$ cat config.mk
export PLATFORM = sky130hd
export DESIGN_NAME = pn2d_front
export DESIGN_NICKNAME = d
export VERILOG_FILES = /design/src/hdl/pn2d_pkg.sv /design/src/hdl/pn2d_front.sv
export SDC_FILE = /design/constraint.sdc
export NUM_CORES = 1
export LEC_CHECK = 0
export BUFFER_PORTS_ARGS = -buffer_cell sky130_fd_sc_hd__buf_2
export CORE_MARGIN = 4
export CORE_UTILIZATION = 64
export CTS_BUF_LIST = sky130_fd_sc_hd__clkbuf_2 sky130_fd_sc_hd__clkbuf_4 sky130_fd_sc_hd__clkbuf_8
export CTS_CLUSTER_DIAMETER = 40
export CTS_CLUSTER_SIZE = 8
export DETAILED_ROUTE_END_ITERATION = 6
export PLACE_DENSITY = 0.9
export SETUP_SLACK_MARGIN = 0.15
export SLEW_MARGIN = 20
export SYNTH_ARGS = -nofsm -noshare
export SYNTH_HDL_FRONTEND = slang
export SYNTH_SLANG_ARGS = --single-unit
$ cat constraint.sdc
create_clock -name clk -period 4.84 [get_ports clk]
set_input_delay 0.242 -clock clk [delete_from_list [all_inputs] [get_ports clk]]
set_output_delay 0.242 -clock clk [all_outputs]
set_load 0.01 [all_outputs]
$ cat src/hdl/pn2d_pkg.sv
// pn2d_pkg: shared constants and the elaboration-time sine helper for the
// 2D gradient noise block. Used by pn2d_front, pn2d_back and perlin_noise_2d.
package pn2d_pkg;

  localparam int PN_FRAC_BITS        = 16;
  localparam int PN_ANGLE_TABLE_BITS = 10;
  localparam int PN_QUEUE_DEPTH      = 4;

  localparam logic [31:0] HASH_MUL_A = 32'd3284157443;
  localparam logic [31:0] HASH_MUL_B = 32'd1911520717;
  localparam logic [31:0] HASH_MUL_C = 32'd2048419325;

  localparam longint Q30_ONE     = 64'sd1073741824;
  localparam longint HALF_PI_Q30 = 64'sd1686629713;

  // sin(pi/2 * t), t in Q30, result Q15 rounded; odd Taylor series to degree 13
  function automatic longint pn_quarter_sine(input longint t);
    longint theta;
    longint th2;
    longint acc;
    theta = (t * HALF_PI_Q30) >>> 30;
    th2   = (theta * theta) >>> 30;
    acc   = Q30_ONE;
    acc   = Q30_ONE - ((th2 * acc) >>> 30) / 156;
    acc   = Q30_ONE - ((th2 * acc) >>> 30) / 110;
    acc   = Q30_ONE - ((th2 * acc) >>> 30) / 72;
    acc   = Q30_ONE - ((th2 * acc) >>> 30) / 42;
    acc   = Q30_ONE - ((th2 * acc) >>> 30) / 20;
    acc   = Q30_ONE - ((th2 * acc) >>> 30) / 6;
    return (((acc * theta) >>> 30) + 64'sd16384) >>> 15;
  endfunction

  // quarter-wave table entry k of a full table with 2^tb entries
  function automatic longint pn_sine_entry(input int k, input int tb);
    return pn_quarter_sine(longint'(k) << (32 - tb));
  endfunction

endpackage

$ cat src/hdl/pn2d_front.sv
// pn2d_front: input acceptance and a short flip-flop queue of points.
// Depends on pn2d_pkg (queue depth).
module pn2d_front
  import pn2d_pkg::*;
(
  input  logic        clk,
  input  logic        rst,
  input  logic        in_valid,
  output logic        in_ready,
  input  logic [31:0] x_coord,
  input  logic [31:0] y_coord,
  output logic        q_valid,
  input  logic        q_ready,
  output logic [31:0] q_x,
  output logic [31:0] q_y
);

  localparam int PW = $clog2(PN_QUEUE_DEPTH);
  localparam int CW = $clog2(PN_QUEUE_DEPTH + 1);

  logic [63:0]   mem [PN_QUEUE_DEPTH];
  logic [PW-1:0] wr_ptr;
  logic [PW-1:0] rd_ptr;
  logic [CW-1:0] count;
  logic          push;
  logic          pop;

  assign in_ready = (count != CW'(PN_QUEUE_DEPTH));
  assign q_valid  = (count != '0);
  assign push     = in_valid && in_ready;
  assign pop      = q_valid && q_ready;
  assign q_x      = mem[rd_ptr][63:32];
  assign q_y      = mem[rd_ptr][31:0];

  // storage
  always_ff @(posedge clk) begin
    if (push) begin
      mem[wr_ptr] <= {x_coord, y_coord};
    end
  end

  // pointers and fill count
  always_ff @(posedge clk) begin
    if (rst) begin
      wr_ptr <= '0;
      rd_ptr <= '0;
      count  <= '0;
    end else begin
      if (push) wr_ptr <= PW'(wr_ptr + 1'b1);
      if (pop)  rd_ptr <= PW'(rd_ptr + 1'b1);
      if (push && !pop)      count <= CW'(count + 1'b1);
      else if (pop && !push) count <= CW'(count - 1'b1);
    end
  end

endmodule

==> tab_implementation.tex <==
\begin{tabular}{lr}
\hline
Metric & Value \\
\hline
\multicolumn{2}{l}{\textbf{Timing}} \\
Final clock skew & 25.1 ps \\
Fin crit share & 0.609 \\
Post-route setup slack & 1890 ps \\
Setup TNS & 0 ps \\
Hold Worst Slack & 168 ps \\
Max-slew violations & 0 \\
Hold Vio Cnt, Final & 0 \\
Highest attainable clock frequency & 339 MHz \\
Actual transition at the worst max-transition pin & 979 ps \\
Worst-case headroom to the max-slew limit & 0.347 \\
Setup Viol. Count Final & 0 \\
Unrepaired setup endpoints after global routing & no \\
Post-layout min period & 2950 ps \\
\multicolumn{2}{l}{\textbf{Finish}} \\
Number of nets in the finished design & 681 \\
Final design utilization & 0.806 \\
Commonest non-fill, non-tap cell in the layout & sky130\_fd\_sc\_hd\_\_edfxtp\_1 \\
Synth-to-layout area growth & 21.6\% \\
Antenna cells & 0 \\
Most frequent cells in the layout & 256 x sky130\_fd\_sc\_hd\_\_edfxtp\_1, 133 x sky130\_fd\_sc\_hd\_\_buf\_2, 65 x sky130\_fd\_sc\_hd\_\_dlygate4sd3\_1, 60 x sky130\_fd\_sc\_hd\_\_mux4\_2, 41 x sky130\_fd\_sc\_hd\_\_clkbuf\_8 \\
Fraction of final layout cells sized beyond drive strength 1 & 0.415 \\
Final Non-Filler Cells & 808 \\
\multicolumn{2}{l}{\textbf{Global routing}} \\
Congestion Overflow GR & 0 \\
Global-route wire length before repair & 28.2 mm \\
Antenna violations before repair & 0 \\
Aggregate global-route resource usage & 0.211 \\
Via count of the first global-routing pass & 5033 \\
Maximum number of pins on one net before global-route repair & 65 \\
\multicolumn{2}{l}{\textbf{Pwr}} \\
Pwr Density & 499 nW/um2 \\
Peak supply drop & 0.418 mV \\
Leakage power total & 0.00409 uW \\
\multicolumn{2}{l}{\textbf{CTS}} \\
Maximum root-to-sink buffer count & 3 \\
CTS Root Buffer Type & sky130\_fd\_sc\_hd\_\_clkbuf\_8 \\
CTS buffer count & 39 \\
Post-cts repair resize count & 0 \\
Clock slew seen by the registers of the worst setup and hold paths & 60 ps \\
Clock insertion delay at the later pin of the skew report & 520 ps \\
Clock sink total & 265 \\
Count of hold buffers inserted by post-cts repair & 65 \\
H-tree depth reported by CTS & 2 \\
Clock tree from TritonCTS & done \\
Post-CTS Setup Inserts & 0 \\
\multicolumn{2}{l}{\textbf{Placement}} \\
Placement Setup Slack & 2380 ps \\
Detailed placer's ending HPWL & 9.64 mm \\
Routability congestion estimate & 0.771 \\
PortBufs & 133 \\
Total instance count after detailed placement & 685 \\
\multicolumn{2}{l}{\textbf{Yosys}} \\
Avg Synthesized Cell Area & 25.6 um2 \\
Cell area after technology mapping & 9780 um2 \\
Cells after Synth & 382 \\
Number of enable-type register cells in the synthesized netlist & 256 \\
Synth cell types & 25 \\
Post-synth ARST share & 0 \\
Most common flop cell mapped by yosys & sky130\_fd\_sc\_hd\_\_edfxtp\_1 \\
Synthesized flop and latch total & 265 \\
Count of warnings emitted by yosys & 0 \\
Net count after synthesis & 456 \\
Sequential share of the synthesized area & 0.805 \\
\multicolumn{2}{l}{\textbf{Routing}} \\
Vias/cell & 5.74 \\
Detailed-route DRC error count & 0 \\
Overall via count from detail\_route & 4638 \\
Final wirelength & 17.7 mm \\
Initial DRC count & 302 \\
Wirelength per Cell & 21.9 um \\
Number of nets with antenna violations after routing & 0 \\
Number of detailed-route iterations in the first pass & 4 \\
\multicolumn{2}{l}{\textbf{Floorplan}} \\
Horiz. Die Dim & 132 um \\
Starting density of the core & 0.663 \\
Die Outline Area & 17300 um2 \\
Rows & 44 \\
Placeable core region & 14800 um2 \\
Number of I/O pins & 134 \\
Floorplan die height & 132 um \\
\multicolumn{2}{l}{\textbf{Hold path}} \\
Worst hold path type & primary input to flip-flop \\
\multicolumn{2}{l}{\textbf{Setup path}} \\
Category of the critical setup timing path & flip-flop to output port \\
Largest incremental delay on the critical path & 920 ps \\
Critical Path Start Type & flip-flop \\
Data arrival time of the critical path & 2700 ps \\
Endpoint class of the critical path & output port \\
Crit path max fanout & 46 \\
FF-to-FF setup slack & 2480 ps \\
Critical Path, Cell by Cell & buf\_4 > mux4\_2 > buf\_2 \\
Required arrival time at the worst endpoint & 4600 ps \\
Cell with the largest stage delay on the worst path & sky130\_fd\_sc\_hd\_\_dfxtp\_4 \\
\multicolumn{2}{l}{\textbf{Flow run}} \\
MaxCap Viol Count & 0 \\
\multicolumn{2}{l}{\textbf{Status}} \\
Run status & complete, no violations \\
\hline
\end{tabular}
## kinds of logic after synthesis
family | share of synthesized area
compound gates | 0.00384
xor+xnor | 0.00358
fa+ha+maj | 0.00845
buf+inv | 0.0186
flops | 0.805
mux | 0.152
simple gates | 0.00857
## metrics by stage
| step | total power [uW] | cell area, um2 |
|---|---|---|
| CTS | 5990 | 11900 |
| finish | 5930 | 11900 |
| floorplan | 3900 | 9780 |
| detailed placement | 4280 | 10500 |
| global placement | 4230 | 10500 |
| global route | 6210 | 11900 |
## metal layers
metal / vias up / part of all wire / routed length [um] / global-route usage
met4: 0 / 0.017 / 306 / 0.0642
met5: - / 0 / 0 / 0
li1: 2071 / - / - / -
met2: 177 / 0.53 / 9360 / 0.362
met3: 26 / 0.073 / 1300 / 0.0558
met1: 2364 / 0.38 / 6700 / 0.271
## sequential cells by signal, indices dropped and copies added, names as in the netlist, named ones only
name,cells
rd_ptr,2
mem,256
wr_ptr,2
count,3
## worst max-delay path, delay by kind of cell (launching register included)
kind | cells | cell delay (ps)
flops | 1 | 920
mux | 1 | 570
buf+inv | 2 | 630
## cell type report
cell class / instances / area, um2
Clock buffer: 56 / 677
Clock inverter: 2 / 33.8
Fill cell: 704 / 2870
Inverter: 3 / 11.3
Multi-Input combinational cell: 99 / 1740
Sequential cell: 265 / 7880
Tap cell: 184 / 230
Timing Repair Buffer: 199 / 1320
## worst paths after layout
check | endpoint | depth (start not counted) | startpoint
worst max-delay path | q_x[4] | 3 | flip-flop
worst min-delay path | rd_ptr[0]$_SDFFE_PP0P_ | 4 | q_ready
worst max register to register | count[2]$_SDFFE_PP0P_ | 8 | count[0]$_SDFFE_PP0P_
worst min register to register | rd_ptr[0]$_SDFFE_PP0P_ | 2 | rd_ptr[0]$_SDFFE_PP0P_
## synthesized netlist by cell type (all sizes together) (2+ instances only)
| master | count | area share |
|---|---|---|
| buf | 13 | 0.017 |
| mux2i | 2 | 0.0020 |
| or3 | 2 | 0.0013 |
| xor2 | 4 | 0.0036 |
| and2 | 4 | 0.0026 |
| inv | 3 | 0.0012 |
| nand2b | 2 | 0.0013 |
| nor2 | 8 | 0.0031 |
| dfxtp | 9 | 0.018 |
| ha | 5 | 0.0064 |
| mux4 | 64 | 0.15 |
| clkbuf | 2 | 0.00090 |
| edfxtp | 256 | 0.79 |
## power by group
part           internal [uW]  switching [uW]
registers               2790             203
logic                    674             588
clock network            935             735
total                   4400            1530
(Power assumes the default switching activity.)
